### src/hdl/serial_command_frame_parser_macros.svh
// Assertion macros shared by the frame parser RTL.
`ifndef SERIAL_COMMAND_FRAME_PARSER_MACROS_SVH
`define SERIAL_COMMAND_FRAME_PARSER_MACROS_SVH

// Checks that a condition implies a consequence in the same cycle.
`define SCFP_ASSERT_SAME(label, ante, cons, msg) \
  label: assert property (@(posedge clk_i) disable iff (!rst_ni) (ante) |-> (cons)) \
    else $error(msg);

// Checks that a condition implies a consequence in the next cycle.
`define SCFP_ASSERT_NEXT(label, ante, cons, msg) \
  label: assert property (@(posedge clk_i) disable iff (!rst_ni) (ante) |=> (cons)) \
    else $error(msg);

`endif

### src/hdl/scfp_pkg.sv
// Types and constants of the serial command frame parser.
package scfp_pkg;

  // Frame framing and decode constants.
  localparam logic [7:0] SyncFirst    = 8'hAA;
  localparam logic [7:0] SyncSecond   = 8'h55;
  localparam logic [7:0] KindVelocity = 8'h01;
  localparam int unsigned StoreDepth  = 8;
  localparam int unsigned StoreIdxW   = $clog2(StoreDepth);

  // Parser phases, one-hot coded.
  typedef enum logic [5:0] {
    PH_HEAD1   = 6'b000001,
    PH_HEAD2   = 6'b000010,
    PH_LEN     = 6'b000100,
    PH_TYPE    = 6'b001000,
    PH_PAYLOAD = 6'b010000,
    PH_CHECK   = 6'b100000
  } parse_phase_e;

  // Status reported with each finished frame.
  typedef enum logic [1:0] {
    STATUS_VELOCITY = 2'd0,
    STATUS_BAD_SUM  = 2'd1,
    STATUS_OTHER    = 2'd2
  } frame_status_e;

  typedef logic [7:0] byte_t;

endpackage

### src/hdl/scfp_byte_if.sv
// Valid/ready channel that carries one received serial byte.
interface scfp_byte_if;
  logic       valid;
  logic       ready;
  logic [7:0] rx_byte;

  modport source (output valid, output rx_byte, input ready);
  modport sink (input valid, input rx_byte, output ready);
endinterface

### src/hdl/scfp_result_if.sv
// Valid/ready channel that carries one parsed frame result.
interface scfp_result_if;
  logic        valid;
  logic        ready;
  logic [1:0]  frame_status;
  logic [7:0]  frame_kind;
  logic [31:0] linear_speed_word;
  logic [31:0] turn_rate_word;

  modport source (output valid, output frame_status, output frame_kind,
                  output linear_speed_word, output turn_rate_word, input ready);
  modport sink (input valid, input frame_status, input frame_kind,
                input linear_speed_word, input turn_rate_word, output ready);
endinterface

### src/hdl/serial_command_frame_parser.sv
// Serial command frame parser: header hunt, XOR checksum and command decode.
//
//  Channel  | Dir | Payload                                               | Transaction
//  ---------+-----+-------------------------------------------------------+----------------
//  byte_i   | in  | rx_byte[7:0]                                          | valid && ready
//  res_o    | out | frame_status[1:0], frame_kind[7:0], linear_speed_word | valid && ready
//           |     | [31:0], turn_rate_word[31:0]                          |
//
// One byte is taken per cycle while no checksum byte waits on a stalled result register.
// The byte goes through an input register, then the phase and checksum logic, whose frame
// result lands in the result register.
// rst_ni clears the phase and the valid flags; the parser then hunts for the header.
// A stalled result register holds only a checksum byte in the input register, which then
// drops byte_i.ready; all other bytes keep flowing while a result waits.
module serial_command_frame_parser (
  input  logic            clk_i,
  input  logic            rst_ni,
  scfp_byte_if.sink       byte_i,
  scfp_result_if.source   res_o
);
  import scfp_pkg::*;

  `include "serial_command_frame_parser_macros.svh"

  // Input register.
  logic  byte_vld_q;
  byte_t byte_q;

  // Parser state.
  parse_phase_e phase_q, phase_d;
  byte_t        len_q;
  byte_t        kind_q;
  byte_t        count_q;
  byte_t        xor_q;
  byte_t        store_q [StoreDepth];

  // Result register.
  logic          res_vld_q;
  frame_status_e res_status_q;
  byte_t         res_kind_q;
  logic [31:0]   res_lin_q;
  logic [31:0]   res_turn_q;

  // Frame verdict on the checksum byte.
  frame_status_e status_d;
  logic          is_check;
  assign is_check = (phase_q == PH_CHECK);

  // Pipeline control: only a checksum byte needs room in the result register.
  logic advance;
  logic fire;
  assign advance      = !res_vld_q || res_o.ready;
  assign fire         = byte_vld_q && (advance || !is_check);
  assign byte_i.ready = !byte_vld_q || fire;

  // Input register load.
  always_ff @(posedge clk_i or negedge rst_ni) begin
    if (!rst_ni) begin
      byte_vld_q <= 1'b0;
    end else if (byte_i.ready) begin
      byte_vld_q <= byte_i.valid;
    end
  end

  always_ff @(posedge clk_i) begin
    if (byte_i.ready && byte_i.valid) begin
      byte_q <= byte_i.rx_byte;
    end
  end

  // Payload count after this byte, saturating, and the frame end test.
  byte_t count_inc;
  byte_t needed;
  logic  payload_done;
  logic  store_room;
  assign count_inc    = (count_q == 8'hFF) ? count_q : count_q + 8'd1;
  assign needed       = (len_q > 8'd1) ? len_q - 8'd1 : 8'd1;
  assign payload_done = count_inc >= needed;
  assign store_room   = count_q < 8'(StoreDepth);

  // Next phase.
  always_comb begin
    phase_d = phase_q;
    case (phase_q)
      PH_HEAD1:   if (byte_q == SyncFirst) phase_d = PH_HEAD2;
      PH_HEAD2:   phase_d = (byte_q == SyncSecond) ? PH_LEN : PH_HEAD1;
      PH_LEN:     phase_d = PH_TYPE;
      PH_TYPE:    phase_d = PH_PAYLOAD;
      PH_PAYLOAD: if (payload_done) phase_d = PH_CHECK;
      PH_CHECK:   phase_d = PH_HEAD1;
      default:    phase_d = PH_HEAD1;
    endcase
  end

  always_ff @(posedge clk_i or negedge rst_ni) begin
    if (!rst_ni) begin
      phase_q <= PH_HEAD1;
    end else if (fire) begin
      phase_q <= phase_d;
    end
  end

  // Frame fields, running checksum and payload count.
  always_ff @(posedge clk_i) begin
    if (fire) begin
      if (phase_q == PH_LEN) begin
        len_q   <= byte_q;
        count_q <= '0;
        xor_q   <= byte_q;
      end
      if (phase_q == PH_TYPE) begin
        kind_q <= byte_q;
        xor_q  <= xor_q ^ byte_q;
      end
      if (phase_q == PH_PAYLOAD) begin
        xor_q   <= xor_q ^ byte_q;
        count_q <= count_inc;
      end
    end
  end

  // Command store: cleared at the length byte, filled by the first payload bytes.
  always_ff @(posedge clk_i) begin
    for (int i = 0; i < StoreDepth; i++) begin
      if (fire && phase_q == PH_LEN) begin
        store_q[i] <= '0;
      end else if (fire && phase_q == PH_PAYLOAD && store_room &&
                   count_q[StoreIdxW-1:0] == StoreIdxW'(i)) begin
        store_q[i] <= byte_q;
      end
    end
  end

  // Status decode of the checksum byte.
  always_comb begin
    if (xor_q != byte_q) begin
      status_d = STATUS_BAD_SUM;
    end else if (kind_q == KindVelocity) begin
      status_d = STATUS_VELOCITY;
    end else begin
      status_d = STATUS_OTHER;
    end
  end

  // Result register.
  always_ff @(posedge clk_i or negedge rst_ni) begin
    if (!rst_ni) begin
      res_vld_q <= 1'b0;
    end else if (advance) begin
      res_vld_q <= fire && is_check;
    end
  end

  always_ff @(posedge clk_i) begin
    if (fire && is_check) begin
      res_status_q <= status_d;
      res_kind_q   <= kind_q;
      if (status_d == STATUS_VELOCITY) begin
        res_lin_q  <= {store_q[3], store_q[2], store_q[1], store_q[0]};
        res_turn_q <= {store_q[7], store_q[6], store_q[5], store_q[4]};
      end else begin
        res_lin_q  <= '0;
        res_turn_q <= '0;
      end
    end
  end

  assign res_o.valid             = res_vld_q;
  assign res_o.frame_status      = res_status_q;
  assign res_o.frame_kind        = res_kind_q;
  assign res_o.linear_speed_word = res_lin_q;
  assign res_o.turn_rate_word    = res_turn_q;

  // Assertions.
  `SCFP_ASSERT_NEXT(a_check_gives_result, fire && is_check,
                    res_vld_q && phase_q == PH_HEAD1, "checksum byte did not produce a result")
  `SCFP_ASSERT_NEXT(a_no_spurious_result, advance && !(byte_vld_q && is_check),
                    !res_vld_q, "result raised without a checksum byte")
  `SCFP_ASSERT_SAME(a_words_zero_unless_velocity,
                    res_vld_q && res_status_q != STATUS_VELOCITY,
                    res_lin_q == '0 && res_turn_q == '0,
                    "command words not cleared on non-velocity result")
  `SCFP_ASSERT_SAME(a_payload_count_bounded, phase_q == PH_PAYLOAD, count_q < 8'd254,
                    "payload count ran past the longest frame")
  `SCFP_ASSERT_NEXT(a_input_held_on_stall, byte_vld_q && !fire,
                    byte_vld_q && $stable(byte_q), "input register lost a byte while stalled")

endmodule
### src/flat_wrapper.sv
// flat-port wrapper written by rule: the top's interface ports become plain ports
module serial_command_frame_parser_flat import scfp_pkg::*;
  (clk_i, rst_ni, byte_i_valid, byte_i_rx_byte, byte_i_ready, res_o_valid, res_o_frame_status, res_o_frame_kind, res_o_linear_speed_word, res_o_turn_rate_word, res_o_ready);
  scfp_byte_if byte_i_i ();
  scfp_result_if res_o_i ();
  input  logic clk_i;
  input  logic rst_ni;
  input wire logic [$bits(byte_i_i.valid)-1:0] byte_i_valid;
  input wire logic [$bits(byte_i_i.rx_byte)-1:0] byte_i_rx_byte;
  output wire logic [$bits(byte_i_i.ready)-1:0] byte_i_ready;
  output wire logic [$bits(res_o_i.valid)-1:0] res_o_valid;
  output wire logic [$bits(res_o_i.frame_status)-1:0] res_o_frame_status;
  output wire logic [$bits(res_o_i.frame_kind)-1:0] res_o_frame_kind;
  output wire logic [$bits(res_o_i.linear_speed_word)-1:0] res_o_linear_speed_word;
  output wire logic [$bits(res_o_i.turn_rate_word)-1:0] res_o_turn_rate_word;
  input wire logic [$bits(res_o_i.ready)-1:0] res_o_ready;
  assign byte_i_i.valid = byte_i_valid;
  assign byte_i_i.rx_byte = byte_i_rx_byte;
  assign byte_i_ready = byte_i_i.ready;
  assign res_o_valid = res_o_i.valid;
  assign res_o_frame_status = res_o_i.frame_status;
  assign res_o_frame_kind = res_o_i.frame_kind;
  assign res_o_linear_speed_word = res_o_i.linear_speed_word;
  assign res_o_turn_rate_word = res_o_i.turn_rate_word;
  assign res_o_i.ready = res_o_ready;
  serial_command_frame_parser u_core (.clk_i(clk_i), .rst_ni(rst_ni), .byte_i(byte_i_i), .res_o(res_o_i));
endmodule
### config.mk
export PLATFORM = sky130hd
export DESIGN_NAME = serial_command_frame_parser_flat
export DESIGN_NICKNAME = d
export VERILOG_FILES = /design/src/hdl/scfp_pkg.sv /design/src/hdl/scfp_byte_if.sv /design/src/hdl/scfp_result_if.sv /design/src/hdl/serial_command_frame_parser.sv /design/src/flat_wrapper.sv
export VERILOG_INCLUDE_DIRS = /design/src /design/src/hdl
export SDC_FILE = /design/constraint.sdc
export NUM_CORES = 1
export LEC_CHECK = 0
export BUFFER_PORTS_ARGS = -buffer_cell sky130_fd_sc_hd__buf_2
export CAP_MARGIN = 0
export CORE_MARGIN = 2
export CORE_UTILIZATION = 58
export DETAILED_ROUTE_END_ITERATION = 10
export GPL_ROUTABILITY_DRIVEN = 1
export PLACE_DENSITY = 0.79
export SETUP_SLACK_MARGIN = 0.1
export SLEW_MARGIN = 15
export SYNTH_ARGS = -nofsm -noshare
export SYNTH_HDL_FRONTEND = slang
export SYNTH_SLANG_ARGS = --single-unit
### constraint.sdc
create_clock -name clk_i -period 5.3 [get_ports clk_i]
set_input_delay 0.53 -clock clk_i [delete_from_list [all_inputs] [get_ports clk_i]]
set_output_delay 0.53 -clock clk_i [all_outputs]
set_load 0.01 [all_outputs]
==> results of run 1 <==
==> state kept, by name, summed over array words and instances (netlist names) <==
signal and cells:
u_core.byte_q 8, u_core.byte_vld_q 1, u_core.count_q 8, u_core.kind_q 8, u_core.len_q 8, u_core.phase_q 6
u_core.res_o.frame_kind 8, u_core.res_o.frame_status 2, u_core.res_o.linear_speed_word 32, u_core.res_o.turn_rate_word 32, u_core.res_o.valid 1, u_core.store_q 64
u_core.xor_q 8
==> placed cells by master, fill, tap and decap left out, types with 2 or more instances in the layout <==
| master | n |
|---|---|
| a21oi_1 | 4 |
| and2_1 | 68 |
| and3_1 | 69 |
| buf_2 | 87 |
| buf_4 | 2 |
| bufinv_16 | 3 |
| clkbuf_1 | 2 |
| clkbuf_16 | 17 |
| clkinv_4 | 2 |
| clkinvlp_4 | 2 |
| dfrtp_1 | 7 |
| edfxtp_1 | 178 |
| ha_1 | 16 |
| inv_1 | 10 |
| inv_6 | 4 |
| mux2_2 | 2 |
| mux2_4 | 3 |
| nand2_1 | 44 |
| nand2b_1 | 6 |
| nand3_1 | 3 |
| nand4_1 | 4 |
| nor2_1 | 6 |
| nor2b_1 | 8 |
| nor3_1 | 6 |
| nor4_1 | 5 |
| nor4b_1 | 2 |
| nor4b_2 | 2 |
| nor4bb_1 | 3 |
| o21ai_0 | 5 |
| or3_1 | 3 |
| xnor2_1 | 13 |
| xor2_1 | 13 |
==> cell type report <==
class	instances	area, µm²
fillers	899	4219
flip-flops and latches	186	5547
clock buffers	19	432.9
well taps	176	220.2
inverters	10	37.54
repair buffers	90	460.4
multi-input cells	303	2054
clock inverters	13	166.4
==> what timing repair did <==
item                                   in CTS  in global routing
endpoints found under the hold margin       7                  0
hold buffers                                1                  0
setup endpoints to repair                   0                  0
resized for setup                           0                  0
==> path summary, 6_finish.rpt <==
path / startpoint / end / cells after the start
setup / recovery: u_core.len_q[3]$_DFFE_PP_ / u_core.phase_q[2]$_DFFE_PN0P_ / 10
hold / removal: byte_i_rx_byte[4] / u_core.byte_q[4]$_DFFE_PP_ / 1
setup reg to reg: u_core.len_q[3]$_DFFE_PP_ / u_core.phase_q[2]$_DFFE_PN0P_ / 10
hold reg to reg: u_core.kind_q[5]$_DFFE_PP_ / u_core.res_o.frame_kind[5]$_DFFE_PP_ / 0
max in group asynchronous: rst_ni / u_core.phase_q[0]$_DFFE_PN1P_ / 2
min in group asynchronous: rst_ni / u_core.byte_vld_q$_DFFE_PN0N_ / 2
==> logic make-up after synthesis <==
group	Yosys count	synth area share [%]
buffers and inverters	37	1.876
AOI/OAI and AO/OA	17	1.795
adders and majority gates	16	2.588
DFF	186	71.70
and+or+nand+nor	238	18.10
xor gates and xnor gates	26	2.944
muxes	6	1.003
==> power by group <==
group          switching, W  internal (W)  total [W]
combinational     0.0000353     0.0000462  0.0000815
sequential        0.0000335       0.00161    0.00164
clock              0.000521      0.000746    0.00127
total              0.000590       0.00240    0.00299
==> routing by layer <==
metal	routed length (µm)	share of wire (%)	vias to the layer above
met5	0	0	-
met4	312	2.3	0
met3	728	5.4	25
met2	6919	51	158
met1	5603	41	2068
li1	-	-	2079
==> stage by stage <==
step,instance area [µm²],hold WS (ps)
2_1_floorplan,7736,234.4
3_3_place_gp,8309,374.1
3_5_place_dp,8309,382.4
4_1_cts,8919,254.2
5_1_grt,8919,250.6
6_report,8919,271.5
==> flow_metrics.py, run 1 <==
metrics = {
    "outcome": {
        "status": "complete, no violations",
    },
    "setup_path": {
        "path_buf_inv": 0,
        "start_kind": "flop",
        "worstPathRequired_ps": 5620,
        "slowest_stage": "or3_1",
        "cp_common_cell": "or3_1",
        "cp.arrival_ps": 3670,
        "slowest_delay_ps": 450,
        "rrSetupSlack_ps": 1950,
        "critPathTopFamily": "simple AND/OR/NAND/NOR gates",
        "worstPathCellList": "or3_1 > or3_1 > or3_1 > nand2_1 > ha_1 > nand2b_1 > a2111oi_0 > a211o_1 > a41oi_4 > mux2_4",
        "path_max_fanout": 7,
        "end_kind": "flop",
        "worst-setup-path-type": "flop to flop",
    },
    "place": {
        "placedCellCount": 764,
        "io_buffers": 87,
        "dp_slack_ps": 1971,
        "hpwl_um": 8554,
        "gp_congestion": 0.8446,
    },
    "synth": {
        "ys_seq_elements": 186,
        "yosys_warnings": 0,
        "syn_inst": 526,
        "synth_top_area_cell": "edfxtp_1",
        "netlist_top_cells_count": "edfxtp_1 (178), and3_1 (69), and2_1 (68)",
        "yosysSeqAreaShare_pct": 71.70,
        "yosysTopAreaCellShare_pct": 69.09,
        "yosysMostFrequentCell": "edfxtp_1",
        "synth.top_cells.by_area": "edfxtp_1 (69%), and3_1 (5.6%), and2_1 (5.5%), ha_1 (2.6%), dfrtp_1 (2.3%)",
        "synthArstFlopShare_pct": 4.301,
        "syn_area_per_cell_um2": 14.71,
        "syn_nets": 554,
        "synth_edf_count": 178,
        "synth_area_mm2": 0.007736,
        "synth.distinct_cells": 44,
        "ys.flop_type": "edfxtp_1",
    },
    "timing": {
        "drv_slew": 0,
        "maxSlewHeadroom_pct": 37.60,
        "rsz0062_at_grt": "no",
        "hold_violations": 0,
        "fmax_mhz": 298.7,
        "worst_pin_slew_ps": 936.0,
        "setup_tns_ps": 0,
        "worst_slack_ps": 1953,
        "min_period_ps": 3347,
        "finalSetupViolCount": 0,
        "fin_crit_sh_pct": 63.16,
        "finClkSkew_ps": 12.90,
    },
    "global_route": {
        "grt_pass1_vias": 4147,
        "grt_first_pass_wirelength_um": 21360,
        "met1_usage_pct": 25.47,
        "grt_use_total_pct": 20.06,
        "busiest_layer": "met2",
        "grt-ovfl-total": 0,
        "grt_max_degree": 75,
        "antenna_found_initial": 0,
        "use_met2_pct": 33.04,
        "use_met3_pct": 4.753,
    },
    "drt": {
        "wirelength_um": 13560,
        "ant_nets": 0,
        "routed_via_density": 5.433,
        "num_vias": 4330,
        "drt_iter0_markers": 344,
        "wl_per_cell_um": 17.02,
        "firstDrtPassIters": 5,
        "drc": 0,
    },
    "floorplan": {
        "die_x_um": 119.5,
        "die_height_um": 119.5,
        "design.core.area_mm2": 0.01314,
        "core.rowCount": 42,
        "start_util_pct": 58.89,
        "io_pins": 88,
        "die_area_mm2": 0.01428,
    },
    "clock_network": {
        "clk_pin_slew_worst_paths_ps": 60,
        "cts-buffers-inserted": 17,
        "cts_tree": "yes",
        "cts_buffer_depth": 2,
        "cts.sink_count": 186,
        "root_buffer": "clkbuf_16",
        "clock_latency_ps": 430,
        "cts-htree-levels": 4,
        "post_cts_buffers": 0,
    },
    "finish": {
        "drive_gt1_share_pct": 21.26,
        "fin_nets": 636,
        "final_cells": 797,
        "finish.utilization_pct": 67.89,
        "diodes": 0,
        "area_growth_pct": 15.28,
    },
    "power_and_ir_drop": {
        "p_total_w": 0.002988,
        "irDropWorstVdd_mv": 0.2328,
        "leakage_nw": 3.223,
        "p_per_area_mw_per_mm2": 335.0,
    },
    "run": {
        "maxCapViolCount": 0,
    },
    "hold_path": {
        "hp-class": "input port to flop",
    },
}
Power figures use the tool's default switching activity.
==> run 2, diff against run 1 <==
ABC_AREA = 1   (was unset)
clock period = 3.1 ns   (was 5.3 ns; I/O delays follow)
==> run 2 against run 1 <==
Final cell count rose by 18%. Die area rose by 0.63%. Clock power rose by 68%. Critical path depth rose by 7. Global-route usage rose by 0.31 points. Sequential cell count did not move. Sequential power rose by 70%. Non-clock buffer count rose by 1. Critical path type unchanged. Combinational power rose by 130%. Worst setup slack got worse by 1500 ps.
==> flow_metrics.py, run 2 <==
metrics = {
    "clock_network": {
        "cts_buffer_depth": 2,
        "cts.sink_count": 186,
        "cts-htree-levels": 4,
        "post_cts_buffers": 0,
        "root_buffer": "clkbuf_16",
        "clk_pin_slew_worst_paths_ps": 60,
        "cts_tree": "yes",
        "cts-buffers-inserted": 17,
        "ctsHoldBuffers": 1,
        "clock_latency_ps": 430,
        "cts.repair.resized": 0,
    },
    "place": {
        "hpwl_um": 9330,
        "io_buffers": 87,
        "place_area_mm2": 0.008437,
        "gp_congestion": 0.8729,
    },
    "finish": {
        "final_common_cell": "edfxtp_1",
        "area_growth_pct": 16.01,
        "largest_reg_flops": 64,
        "stdcell_area_mm2": 0.009032,
        "top_register": "u_core.store_q",
        "fill_cells": 907,
        "fin_nets": 779,
        "drive_gt1_share_pct": 18.90,
        "final_cell_mix": "edfxtp_1 (178), nor2_1 (160), inv_1 (103), buf_2 (87), nand2_1 (80)",
        "diodes": 0,
    },
    "floorplan": {
        "start_util_pct": 59.03,
        "design.core.area_mm2": 0.01319,
        "die_height_um": 119.9,
        "die_x_um": 119.9,
        "io_pins": 88,
        "die_area_mm2": 0.01437,
        "core.rowCount": 42,
    },
    "outcome": {
        "status": "complete, no violations",
    },
    "synth": {
        "yosysMostFrequentCell": "edfxtp_1",
        "synth.top_cells.by_area": "edfxtp_1 (69%), nor2_1 (7.8%), inv_1 (5.0%), nand2_1 (3.9%), ha_1 (2.6%)",
        "synth.distinct_cells": 38,
        "yosysSeqAreaShare_pct": 71.24,
        "syn_nets": 678,
        "synthArstFlopShare_pct": 4.301,
        "netlist_top_cells_count": "edfxtp_1 (178), nor2_1 (161), inv_1 (103)",
        "ys_seq_elements": 186,
        "synth_area_mm2": 0.007786,
        "syn_inst": 650,
        "ys.flop_type": "edfxtp_1",
        "yosysTopAreaCellShare_pct": 68.65,
        "syn_area_per_cell_um2": 11.98,
        "synth_top_area_cell": "edfxtp_1",
        "synth_edf_count": 178,
        "yosys_warnings": 0,
    },
    "timing": {
        "drv_slew": 0,
        "min_period_ps": 2636,
        "worst_pin_slew_ps": 814.4,
        "fin_crit_sh_pct": 85.02,
        "fmax_mhz": 379.4,
        "setup_tns_ps": 0,
        "rsz0062_at_grt": "no",
        "hold_violations": 0,
        "finalSetupViolCount": 0,
        "finClkSkew_ps": 5.306,
        "maxSlewHeadroom_pct": 45.71,
    },
    "setup_path": {
        "slowest_delay_ps": 400,
        "path_max_fanout": 13,
        "worstPathRequired_ps": 3430,
        "rrSetupSlack_ps": 460,
        "slowest_stage": "edfxtp_1",
        "crit_path_end": "u_core.phase_q[5]$_DFFE_PN0P_",
        "timing.rr.start": "u_core.count_q[0]$_SDFFCE_PN0P_",
        "end_kind": "flop",
        "crit_path_start": "u_core.count_q[0]$_SDFFCE_PN0P_",
        "worstRegToRegCells": 17,
        "worstPathCellList": "ha_1 > nand2_1 > nor2_1 > nand2_1 > nor2_1 > nand2_1 > xor2_1 > ha_1 > nand2_1 > nand3_1 > nand2_1 > nand2_1 > nand2_1 > nand2_1 > nand2_1 > nand2_1 > nand2_1",
        "worst-setup-path-type": "flop to flop",
        "cp_common_cell": "nand2_1",
        "rr_endpoint": "u_core.phase_q[5]$_DFFE_PN0P_",
        "cp.arrival_ps": 2960,
        "start_kind": "flop",
    },
    "global_route": {
        "grt_pass1_vias": 4609,
        "grt_first_pass_wirelength_um": 22280,
        "grt-ovfl-total": 0,
        "grt_use_total_pct": 20.37,
        "use_met3_pct": 4.848,
        "use_met2_pct": 34.43,
        "met1_usage_pct": 25.27,
        "antenna_found_initial": 0,
        "grt_max_degree": 75,
        "busiest_layer": "met2",
    },
    "drt": {
        "ant_nets": 0,
        "routed_via_density": 5.129,
        "firstDrtPassIters": 5,
        "drt_iter0_markers": 431,
        "wl_per_cell_um": 14.48,
        "num_vias": 4811,
        "drc": 0,
        "wirelength_um": 13590,
    },
    "power_and_ir_drop": {
        "irDropWorstVdd_mv": 0.4849,
        "p_per_area_mw_per_mm2": 564.4,
        "leakage_nw": 4.447,
        "p_total_w": 0.005098,
    },
    "run": {
        "maxCapViolCount": 0,
    },
    "hold_path": {
        "hp-class": "input port to flop",
    },
}
[run 2: kinds of logic (layout without fill, tap and decap cells)]
family          after synthesis  after routing  synth area share [%]
simple gates                296            296                 17.42
flops                       186            186                 71.24
buf+inv                     117            229                 5.817
compound gates               23             23                 1.607
fa+ha+maj                    16             16                 2.571
xor+xnor                     12             12                 1.350
[run 2: how the worst min path moves through the flow]
stage / startpoint / endpoint / slack (ps) / cells after the start
after floorplan: rst_ni / u_core.byte_vld_q$_DFFE_PN0N_ / 10 / 0
after global placement: rst_ni / u_core.phase_q[1]$_DFFE_PN0P_ / 150 / 1
after detailed placement: rst_ni / u_core.phase_q[2]$_DFFE_PN0P_ / 160 / 1
after CTS: byte_i_rx_byte[1] / u_core.byte_q[1]$_DFFE_PP_ / 40 / 1
after global routing: byte_i_rx_byte[5] / u_core.byte_q[5]$_DFFE_PP_ / 30 / 1
final: byte_i_rx_byte[1] / u_core.byte_q[1]$_DFFE_PP_ / 50 / 1
[run 2: layer usage]
metal	wire, µm	part of all wire, %
met1	5635	41
met2	6802	50
met3	785	5.8
met4	363	2.7
met5	0	0
[run 2: critical path, delay by kind of cell, from the launching register on]
family / cells / cell delay [ps]
XOR/XNOR: 1 / 250
flip-flops: 1 / 400
AND/OR/NAND/NOR: 14 / 1310
adder cells (fa/ha/maj): 2 / 550
[run 2: where the power goes]
group,switching [W],total (W),internal (W)
Combinational,0.000122,0.000186,0.0000638
Clock,0.000876,0.00213,0.00125
Sequential,0.0000367,0.00279,0.00275
[run 2: per-stage QoR]
| step | utilization, % | instances | setup slack [ps] | hold slack, ps |
|---|---|---|---|---|
| global placement | 63.96 | 907 | 625.0 | 149.1 |
| global route | 68.48 | 938 | 202.8 | 33.57 |
| detailed placement | 63.96 | 907 | 507.4 | 158.4 |
| finish | 68.48 | 938 | 464.3 | 51.03 |
| floorplan | - | 650 | 715.8 | 14.41 |
| CTS | 68.42 | 938 | 500.3 | 37.28 |
[run 2: final cells by class]
class                           count  area [µm²]  area share [%]
Timing Repair Buffer               91       480.5           5.319
Clock buffer                       17       425.4           4.710
Tap cell                          176       220.2           2.438
Clock inverter                     13       152.6           1.690
Sequential cell                   186        5547           61.41
Inverter                          108       405.4           4.488
Multi-Input combinational cell    347        1802           19.95
